## config.mk

```make
export PLATFORM = sky130hd
export DESIGN_NAME = quantized_distance_lower_bound_unit
export DESIGN_NICKNAME = d
export VERILOG_FILES = /design/src/qdlb_pkg.sv /design/src/qdlb_ctrl.sv /design/src/qdlb_dp.sv /design/src/quantized_distance_lower_bound_unit.sv
export SDC_FILE = /design/constraint.sdc
export NUM_CORES = 2
export LEC_CHECK = 0
export BUFFER_PORTS_ARGS = -buffer_cell sky130_fd_sc_hd__buf_4
export CORE_ASPECT_RATIO = 0.5
export CORE_MARGIN = 1.5
export CORE_UTILIZATION = 40
export DETAILED_ROUTE_END_ITERATION = 10
export PLACE_DENSITY = 0.53
export SYNTH_ARGS = -nofsm -noshare
export SYNTH_HDL_FRONTEND = slang
export SYNTH_SLANG_ARGS = --single-unit
```

## constraint.sdc

```tcl
create_clock -name clk -period 13.1 [get_ports clk]
set_input_delay 1.965 -clock clk [delete_from_list [all_inputs] [get_ports clk]]
set_output_delay 1.965 -clock clk [all_outputs]
set_load 0.05 [all_outputs]
```

## src/qdlb_pkg.sv

```systemverilog
// shared types, constants and command structs for the distance lower bound unit
`timescale 1ns / 1ps

package qdlb_pkg;

  // field widths
  localparam int ELEM_W     = 15;
  localparam int LV_W       = 3;
  localparam int SUM_W      = 64;
  localparam int BOUND_W    = 48;
  localparam int CFG_W      = 32;
  localparam int REL_W      = 17;
  localparam int CFG_IDX_W  = 2;
  localparam int LANES_DEF  = 4;

  // output stream carries sum then bound, already a whole number of bytes
  localparam int OUT_TDATA_W = SUM_W + BOUND_W;

  // iterative units
  localparam int ROOT_W       = 48;
  localparam int REM_W        = ROOT_W + 3;
  localparam int ROOT_STEPS   = ROOT_W;
  localparam int DIST_W       = 80;
  localparam int CHUNK_W      = 16;
  localparam int ACC_W        = DIST_W + REL_W;
  localparam int SCALE_CHUNKS = ROOT_W / CHUNK_W;
  localparam int DIST_CHUNKS  = DIST_W / CHUNK_W;
  localparam int CNT_W        = $clog2(ROOT_STEPS);

  // register reset values
  localparam logic             WIDE_MODE_RST = 1'b0;
  localparam logic [CFG_W-1:0] SCALE_RST     = 32'h0001_0000;
  localparam logic [CFG_W-1:0] ERR_RST       = 32'h0000_0000;
  localparam logic [REL_W-1:0] REL_ONE       = 17'h1_0000;

  // configuration register indexes
  typedef enum logic [CFG_IDX_W-1:0] {
    CFG_WIDE_MODE  = 2'd0,
    CFG_SCALE      = 2'd1,
    CFG_QUANT_ERR  = 2'd2,
    CFG_RELAX      = 2'd3
  } cfg_idx_t;

  // controller states
  typedef enum logic [2:0] {
    ST_ACCUM,
    ST_DRAIN,
    ST_ROOT_LOAD,
    ST_ROOT,
    ST_MUL_LOAD,
    ST_MUL_SCALE,
    ST_SUB,
    ST_MUL_REL
  } state_t;

  // commands from controller to datapath
  typedef struct packed {
    logic in_take;
    logic root_load;
    logic root_step;
    logic mul_load;
    logic mul_step;
    logic mul_sel_rel;
    logic sub_load;
    logic out_load;
  } cmd_t;

  // status from datapath to controller
  typedef struct packed {
    logic out_free;
  } sts_t;

endpackage

```

## src/qdlb_ctrl.sv

```systemverilog
// sequencer for accumulation, square root, scaling and result hand-off
`timescale 1ns / 1ps

module qdlb_ctrl (
  input  logic           clk,
  input  logic           rst,
  input  logic           s_tvalid,
  input  logic           s_tlast,
  output logic           s_tready,
  input  qdlb_pkg::sts_t sts,
  output qdlb_pkg::cmd_t cmd
);
  import qdlb_pkg::*;

  state_t           state, state_next;
  logic [CNT_W-1:0] cnt, cnt_next;
  logic             finish, finish_next;

  // state and step counter
  always_ff @(posedge clk) begin
    if (rst) begin
      state  <= ST_ACCUM;
      cnt    <= '0;
      finish <= 1'b0;
    end else begin
      state  <= state_next;
      cnt    <= cnt_next;
      finish <= finish_next;
    end
  end

  // next state and commands
  always_comb begin
    state_next  = state;
    cnt_next    = cnt;
    finish_next = finish;
    cmd         = '0;
    s_tready    = 1'b0;
    unique case (state)
      ST_ACCUM: begin
        // finish flags a bound that waits for the output register
        if (finish) begin
          if (sts.out_free) begin
            cmd.out_load = 1'b1;
            finish_next  = 1'b0;
          end
        end else begin
          s_tready    = 1'b1;
          cmd.in_take = s_tvalid;
          if (s_tvalid && s_tlast) begin
            state_next = ST_DRAIN;
          end
        end
      end
      ST_DRAIN: begin
        // last item lands in the running sum this cycle
        state_next = ST_ROOT_LOAD;
      end
      ST_ROOT_LOAD: begin
        cmd.root_load = 1'b1;
        cnt_next      = CNT_W'(ROOT_STEPS - 1);
        state_next    = ST_ROOT;
      end
      ST_ROOT: begin
        cmd.root_step = 1'b1;
        cnt_next      = cnt - 1'b1;
        if (cnt == '0) begin
          state_next = ST_MUL_LOAD;
        end
      end
      ST_MUL_LOAD: begin
        cmd.mul_load = 1'b1;
        cnt_next     = CNT_W'(SCALE_CHUNKS - 1);
        state_next   = ST_MUL_SCALE;
      end
      ST_MUL_SCALE: begin
        cmd.mul_step = 1'b1;
        cnt_next     = cnt - 1'b1;
        if (cnt == '0) begin
          state_next = ST_SUB;
        end
      end
      ST_SUB: begin
        cmd.sub_load = 1'b1;
        cnt_next     = CNT_W'(DIST_CHUNKS - 1);
        state_next   = ST_MUL_REL;
      end
      ST_MUL_REL: begin
        cmd.mul_step    = 1'b1;
        cmd.mul_sel_rel = 1'b1;
        cnt_next        = cnt - 1'b1;
        if (cnt == '0) begin
          finish_next = 1'b1;
          state_next  = ST_ACCUM;
        end
      end
      default: begin
        state_next = ST_ACCUM;
      end
    endcase
  end

endmodule

```

## src/qdlb_dp.sv

```systemverilog
// datapath: lane squares, running sum, root unit, chunked multiplier, output register
`timescale 1ns / 1ps

module qdlb_dp #(
  parameter int LANES = qdlb_pkg::LANES_DEF
) (
  input  logic                                   clk,
  input  logic                                   rst,
  input  logic [((2*LANES*qdlb_pkg::ELEM_W + qdlb_pkg::LV_W + 7) / 8) * 8 - 1:0] s_tdata,
  input  logic                                   cfg_valid,
  output logic                                   cfg_ready,
  input  logic [qdlb_pkg::CFG_IDX_W-1:0]         cfg_index,
  input  logic [qdlb_pkg::CFG_W-1:0]             cfg_data,
  input  logic                                   m_tready,
  output logic                                   m_tvalid,
  output logic [qdlb_pkg::OUT_TDATA_W-1:0]       m_tdata,
  input  qdlb_pkg::cmd_t                         cmd,
  output qdlb_pkg::sts_t                         sts
);
  import qdlb_pkg::*;

  localparam int LV_LSB = 2 * LANES * ELEM_W;
  localparam int SQ_W   = 2 * ELEM_W;

  // configuration registers
  logic             wide_mode;
  logic [CFG_W-1:0] scale;
  logic [CFG_W-1:0] quant_err;
  logic [REL_W-1:0] relax_factor;

  assign cfg_ready = 1'b1;

  always_ff @(posedge clk) begin
    if (rst) begin
      wide_mode    <= WIDE_MODE_RST;
      scale        <= SCALE_RST;
      quant_err    <= ERR_RST;
      relax_factor <= REL_ONE;
    end else if (cfg_valid) begin
      unique case (cfg_idx_t'(cfg_index))
        CFG_WIDE_MODE:  wide_mode    <= cfg_data[0];
        CFG_SCALE:      scale        <= cfg_data;
        CFG_QUANT_ERR:  quant_err    <= cfg_data;
        CFG_RELAX:      relax_factor <= cfg_data[REL_W-1:0];
      endcase
    end
  end

  // stage 1: per-lane squared difference, zero for lanes beyond the count
  logic [LV_W-1:0] lanes_valid;
  logic [SQ_W-1:0] lane_sq [LANES];
  logic            s1_valid;

  assign lanes_valid = s_tdata[LV_LSB +: LV_W];

  for (genvar i = 0; i < LANES; i++) begin : g_lane
    logic [ELEM_W-1:0] a, b, d;
    logic [SQ_W-1:0]   sq;
    logic              on;

    always_comb begin
      a = wide_mode ? s_tdata[i*ELEM_W +: ELEM_W]
                    : {7'b0, s_tdata[i*ELEM_W +: 8]};
      b = wide_mode ? s_tdata[(LANES+i)*ELEM_W +: ELEM_W]
                    : {7'b0, s_tdata[(LANES+i)*ELEM_W +: 8]};
      d  = (a >= b) ? a - b : b - a;
      sq = {{ELEM_W{1'b0}}, d} * {{ELEM_W{1'b0}}, d};
      on = (32'(lanes_valid) > i);
    end

    always_ff @(posedge clk) begin
      if (cmd.in_take) begin
        lane_sq[i] <= on ? sq : '0;
      end
    end
  end

  always_ff @(posedge clk) begin
    if (rst) begin
      s1_valid <= 1'b0;
    end else begin
      s1_valid <= cmd.in_take;
    end
  end

  // stage 2: running sum, wraps at 64 bits
  logic [SUM_W-1:0] lane_total;
  logic [SUM_W-1:0] running_sum;
  logic [SUM_W-1:0] sum_hold;

  always_comb begin
    lane_total = '0;
    for (int i = 0; i < LANES; i++) begin
      lane_total = lane_total + SUM_W'(lane_sq[i]);
    end
  end

  always_ff @(posedge clk) begin
    if (rst) begin
      running_sum <= '0;
    end else if (cmd.root_load) begin
      running_sum <= '0;
    end else if (s1_valid) begin
      running_sum <= running_sum + lane_total;
    end
  end

  // digit-by-digit square root of sum * 2^32, one root bit per cycle
  logic [SUM_W-1:0]  rad;
  logic [REM_W-1:0]  rem;
  logic [ROOT_W-1:0] root;
  logic [REM_W-1:0]  rem_sh, trial;

  assign rem_sh = {rem[REM_W-3:0], rad[SUM_W-1 -: 2]};
  assign trial  = {1'b0, root, 2'b01};

  always_ff @(posedge clk) begin
    if (cmd.root_load) begin
      rad      <= running_sum;
      sum_hold <= running_sum;
      rem      <= '0;
      root     <= '0;
    end else if (cmd.root_step) begin
      rad <= {rad[SUM_W-3:0], 2'b00};
      if (rem_sh >= trial) begin
        rem  <= rem_sh - trial;
        root <= {root[ROOT_W-2:0], 1'b1};
      end else begin
        rem  <= rem_sh;
        root <= {root[ROOT_W-2:0], 1'b0};
      end
    end
  end

  // shared multiplier: 32 x 16 chunk per cycle, top chunk first
  logic [DIST_W-1:0]          shreg;
  logic [ACC_W-1:0]           acc;
  logic [REL_W-1:0]           rel;
  logic [CFG_W-1:0]           mul_a;
  logic [CFG_W+CHUNK_W-1:0]   prod;
  logic [DIST_W-1:0]          scaled;
  logic [DIST_W-1:0]          two_err;

  assign rel     = relax_factor[REL_W-1] ? REL_ONE : relax_factor;
  assign mul_a   = cmd.mul_sel_rel ? CFG_W'(rel) : scale;
  assign prod    = {{CHUNK_W{1'b0}}, mul_a} * {{CFG_W{1'b0}}, shreg[DIST_W-1 -: CHUNK_W]};
  assign scaled  = acc[DIST_W-1:0];
  assign two_err = DIST_W'({quant_err, 17'b0});

  always_ff @(posedge clk) begin
    if (cmd.mul_load) begin
      shreg <= {root, {(DIST_W-ROOT_W){1'b0}}};
      acc   <= '0;
    end else if (cmd.sub_load) begin
      // subtract twice the error radius, clamped at zero
      shreg <= (scaled < two_err) ? '0 : scaled - two_err;
      acc   <= '0;
    end else if (cmd.mul_step) begin
      shreg <= {shreg[DIST_W-CHUNK_W-1:0], {CHUNK_W{1'b0}}};
      acc   <= {acc[ACC_W-CHUNK_W-1:0], {CHUNK_W{1'b0}}} + ACC_W'(prod);
    end
  end

  // output register, freed on a transfer
  logic [SUM_W-1:0]   out_sum;
  logic [BOUND_W-1:0] out_bound;

  assign sts.out_free = !m_tvalid || m_tready;
  assign m_tdata      = {out_bound, out_sum};

  always_ff @(posedge clk) begin
    if (rst) begin
      m_tvalid <= 1'b0;
    end else if (cmd.out_load) begin
      m_tvalid <= 1'b1;
    end else if (m_tready) begin
      m_tvalid <= 1'b0;
    end
  end

  always_ff @(posedge clk) begin
    if (cmd.out_load) begin
      out_sum   <= sum_hold;
      out_bound <= (|acc[ACC_W-1:DIST_W]) ? '1 : acc[DIST_W-1:32];
    end
  end

endmodule

```

## src/quantized_distance_lower_bound_unit.sv

```systemverilog
// top level of the quantized distance lower bound unit
// throughput: one item per cycle while a vector pair accumulates (all lanes in one transfer)
// after a last item the sum drains, the bit-by-bit square root runs, then the 3 + 5 chunk
//   steps of the shared multiplier, before the bound goes to the output register
// input is held off during that work; the output register lets the next vector start
// reset (rst, synchronous): sum cleared, output empty, registers back to their defaults
`timescale 1ns / 1ps

module quantized_distance_lower_bound_unit #(
  parameter int LANES = qdlb_pkg::LANES_DEF
) (
  input  logic                                   clk,
  input  logic                                   rst,
  // a_lane0..a_lane(LANES-1), b_lane0..b_lane(LANES-1), lanes_valid, zero fill
  input  logic [((2*LANES*qdlb_pkg::ELEM_W + qdlb_pkg::LV_W + 7) / 8) * 8 - 1:0] s_tdata,
  input  logic                                   s_tvalid,
  output logic                                   s_tready,
  input  logic                                   s_tlast,
  // sum_sq, lower_bound
  output logic [qdlb_pkg::OUT_TDATA_W-1:0]       m_tdata,
  output logic                                   m_tvalid,
  input  logic                                   m_tready,
  input  logic                                   cfg_valid,
  output logic                                   cfg_ready,
  input  logic [qdlb_pkg::CFG_IDX_W-1:0]         cfg_index,
  input  logic [qdlb_pkg::CFG_W-1:0]             cfg_data
);
  import qdlb_pkg::*;

  cmd_t cmd;
  sts_t sts;

  // sequencer
  qdlb_ctrl u_ctrl (
    .clk      (clk),
    .rst      (rst),
    .s_tvalid (s_tvalid),
    .s_tlast  (s_tlast),
    .s_tready (s_tready),
    .sts      (sts),
    .cmd      (cmd)
  );

  // arithmetic and storage
  qdlb_dp #(
    .LANES (LANES)
  ) u_dp (
    .clk       (clk),
    .rst       (rst),
    .s_tdata   (s_tdata),
    .cfg_valid (cfg_valid),
    .cfg_ready (cfg_ready),
    .cfg_index (cfg_index),
    .cfg_data  (cfg_data),
    .m_tready  (m_tready),
    .m_tvalid  (m_tvalid),
    .m_tdata   (m_tdata),
    .cmd       (cmd),
    .sts       (sts)
  );

endmodule

```

==> flow_results.org <==
** Synthesis
- Synthesis produced a netlist whose cell count is just under 10000.
- For this run, the leading register cell type out of synthesis is sky130_fd_sc_hd__edfxtp_1.
- In this run the mean area of a mapped cell was approximately 8.8 µm².
- Post-synthesis instance area :: approximately 87000 µm²
- Count of different cell masters after synthesis :: 98
- Yosys reg bits :: just under 800
- Number of enable flip-flop cells after synthesis :: between 400 and 500
- Counting every net in the synthesized netlist gives 11900.
- For this run, the register share of the synthesized area comes to 0.228.
- During synthesis, Yosys emitted a total of 0 warnings.
- After synthesis, the share of flip-flops with an asynchronous set or reset is 0.

** Final layout
- For this run, the post-layout net count is roughly 12000.
- The multi-input combinational cells in the finished layout cover a total of slightly below 60000 µm².
- Most common cell after layout, fill and taps aside :: sky130_fd_sc_hd__inv_1
- Of the cells placed in the final design, the portion with a size suffix greater than 1 is 0.0662.
- From synthesis to final layout, the design area changed by 9.09%.
- Counting the fill cells in the layout gives approximately 22000.
- Most frequent cells in the layout :: sky130_fd_sc_hd__inv_1, sky130_fd_sc_hd__nand2_1, sky130_fd_sc_hd__fa_1
- Sequential cell area in the final layout :: between 15000 and 20000 µm²

** Setup path
- For this run, the slowest stage of the critical path takes about 840 ps.
- For this design, the slowest cell found on the critical path is sky130_fd_sc_hd__xnor2_1.
- Along the worst path, the maximum fanout reaches 12.
- Kind of launch point of the worst setup path :: input port
- The worst setup path is of the input port to flop kind.
- The worst setup path is captured at a flop.
- Most used cell, CP :: sky130_fd_sc_hd__fa_1
- Data arrives at the worst endpoint at ~12000 ps.
- Required time of the critical path :: between 10000 and 15000 ps

** Timing
- Number of slew-limit violations in the final report :: 0
- Tightest Pin Transition :: roughly 1100 ps
- RSZ-0062 raised after global routing :: false
- Sum of negative setup slack :: 0 ps
- Timing would allow up to slightly below 90 MHz.
- Fraction of the cycle the final worst path needs :: 0.874
- Setup violations remaining at the end of the flow were counted as 0.
- The worst pin sits at a relative slew slack of 0.249.
- Across the routed clock network, the largest skew measured is between 50 and 60 ps.
- The worst path in the final design needs a cycle of approximately 11000 ps, including I/O delays and setup.
- The final hold violation count is 0.

** GRT
- The first global-routing pass estimated 376000 µm of wire.
- Pin count of the biggest net entering global routing :: between 80 and 90
- Overflow left after global routing :: 0
- GRT Overall Usage :: 0.215
- The via count of the first global-routing pass is approximately 67000.
- Number of antenna violations at the first check in global routing :: 3

** Hold path
- Class of the tightest hold or removal check :: flop to flop

** Route
- In the routed design, unresolved DRC markers number 0.
- DR vias :: roughly 66000
- Detailed router's first-iteration violation count :: between 3000 and 4000
- In this run the remaining antenna-violating nets after routing total 0.
- After detailed routing, the total wire length is between 200000 and 250000 µm.
- Per-cell via count in the routed design :: around 5.1
- First-pass DRT Iterations :: 5
- In the final routed layout, each cell accounts on average for 18.2 µm.

** Clocking
- Clock tree from TritonCTS :: built
- Number of buffers inserted for hold repair after clock tree synthesis :: 0
- Post-CTS setup buffer count :: 0
- Clock buffer depth :: 3
- Once the clock tree was built, the resizer swapped 0 gates to a different size.
- Clock latency on the worst-skew pair, taken at its later pin, is 720 ps.
- The tree is rooted in a sky130_fd_sc_hd__clkbuf_16.
- Number of clock sinks :: approximately 790
- The number of clock buffers added by TritonCTS is 84.
- Clock transition at the registers of the reported paths :: around 60 ps
- The H-tree was split into 3 levels.

** Placement
- Count of buffers from port buffering :: between 200 and 300
- The wire-length estimate of the detail-placed layout is 185000 µm.
- The congestion estimate from routability-driven global placement came to about 0.9.

** Floorplanning
- Area enclosed by the die boundary :: 220000 µm²
- Die extent in y :: roughly 330 µm
- Initial standard-cell utilization of the core :: 0.404
- The floorplan step defined a core boundary enclosing ~220000 µm².
- Floorplan die width :: between 600 and 700 µm
- Count of standard-cell rows :: 120
- Number of ports placed on the die boundary :: between 200 and 300

** Status
- Status :: finished clean

** Flow run
- Max capacitance violation total :: 0
## cell families after synthesis
kind of cell,after synthesis,share of synthesized area
XOR/XNOR,435,0.0450
other,2,0.0000864
adder cells (fa/ha/maj),1833,0.356
buffers and inverters,2237,0.0975
multiplexers,78,0.00924
flip-flops,788,0.228
AO/OA/AOI/OAI,1656,0.117
AND/OR/NAND/NOR,2833,0.147
## Yosys cell counts, types with 52 or more instances
cell | n | area, µm²
sky130_fd_sc_hd__fa_1 | 1065 | 21300
sky130_fd_sc_hd__xor2_1 | 158 | 1380
sky130_fd_sc_hd__edfxtp_1 | 404 | 12100
sky130_fd_sc_hd__o21ai_0 | 426 | 2130
sky130_fd_sc_hd__nor2_1 | 602 | 2260
sky130_fd_sc_hd__nor3_1 | 92 | 460
sky130_fd_sc_hd__nor2b_1 | 69 | 432
sky130_fd_sc_hd__and3_1 | 121 | 757
sky130_fd_sc_hd__a21o_1 | 211 | 1580
sky130_fd_sc_hd__mux2i_1 | 63 | 631
sky130_fd_sc_hd__and2_1 | 175 | 1090
sky130_fd_sc_hd__a22oi_1 | 53 | 398
sky130_fd_sc_hd__nand2b_1 | 147 | 920
sky130_fd_sc_hd__dfxtp_1 | 384 | 7690
sky130_fd_sc_hd__nand2_1 | 1312 | 4920
sky130_fd_sc_hd__clkbuf_1 | 360 | 1350
sky130_fd_sc_hd__ha_1 | 768 | 9610
sky130_fd_sc_hd__nand3_1 | 98 | 490
sky130_fd_sc_hd__nand4_1 | 74 | 463
sky130_fd_sc_hd__xnor2_1 | 265 | 2320
sky130_fd_sc_hd__a211oi_1 | 52 | 390
sky130_fd_sc_hd__inv_1 | 1809 | 6790
sky130_fd_sc_hd__a21oi_1 | 563 | 2820
## registers in the layout, indices dropped and copies added (netlist names), 3 cells and up
| register | flops |
|---|---|
| u_ctrl.state | 3 |
| u_dp.root | 48 |
| u_dp.out_bound | 48 |
| u_dp.scale | 32 |
| u_dp.out_sum | 64 |
| u_dp.rem | 49 |
| u_dp.acc | 97 |
| u_dp.rad | 64 |
| u_dp.relax_factor | 17 |
| u_dp.lane_sq | 116 |
| u_dp.sum_hold | 64 |
| u_ctrl.cnt | 6 |
| u_dp.shreg | 80 |
| u_dp.running_sum | 64 |
| u_dp.quant_err | 32 |
## layer usage
layer / share of wire / vias to the layer above / routed length, µm / track usage
met4: 0.022 / 0 / 5100 / 0.0472
met5: 0 / - / 0 / 0
li1: - / 31700 / - / -
met1: 0.46 / 32400 / 109000 / 0.298
met2: 0.48 / 1179 / 112000 / 0.365
met3: 0.037 / 242 / 8590 / 0.0192
## metrics by stage
step	area, µm²	instances	util	hold WS (ps)	setup slack, ps
3_5_place_dp	92000	12700	0.428	405	875
4_1_cts	94800	12900	0.441	413	1590
5_1_grt	94800	12900	0.441	415	939
3_3_place_gp	92000	12700	0.428	402	974
6_report	94800	12900	0.441	411	1650
2_1_floorplan	86900	9862	-	400	2580
## critical path: cells and delay by family
family	cells	cell delay (ps)
muxes	1	260
buffers and inverters	6	920
and+or+nand+nor	6	1020
adders and majority gates	8	3750
AOI/OAI and AO/OA	12	3000
xor gates and xnor gates	2	950
## worst paths after layout
path	endpoint	slack, ps	depth (start not counted)	start
worst max register to register	u_dp.lane_sq[2][29]$_SDFFCE_PP0P_	1820	35	u_dp.wide_mode$_SDFFE_PP0P_
worst min-delay path	u_dp.out_sum[63]$_DFFE_PP_	410	0	u_dp.sum_hold[63]$_DFFE_PP_
worst max-delay path	u_dp.lane_sq[2][29]$_SDFFCE_PP0P_	1650	35	s_tdata[98]
worst min register to register	u_dp.out_sum[63]$_DFFE_PP_	410	0	u_dp.sum_hold[63]$_DFFE_PP_
## final cells by class
class / count / share of cell area
Inverter: 1827 / 0.0724
Tap cell: 2867 / 0.0378
Clock inverter: 52 / 0.00666
Antenna cell: 2 / 0.0000528
Sequential cell: 788 / 0.209
Multi-Input combinational cell: 6837 / 0.620
Timing Repair Buffer: 385 / 0.0305
Clock buffer: 98 / 0.0234
Power is left out: the tool's default activity adds up to more than one toggle a clock period on the data nets, which glitch-free logic cannot reach.
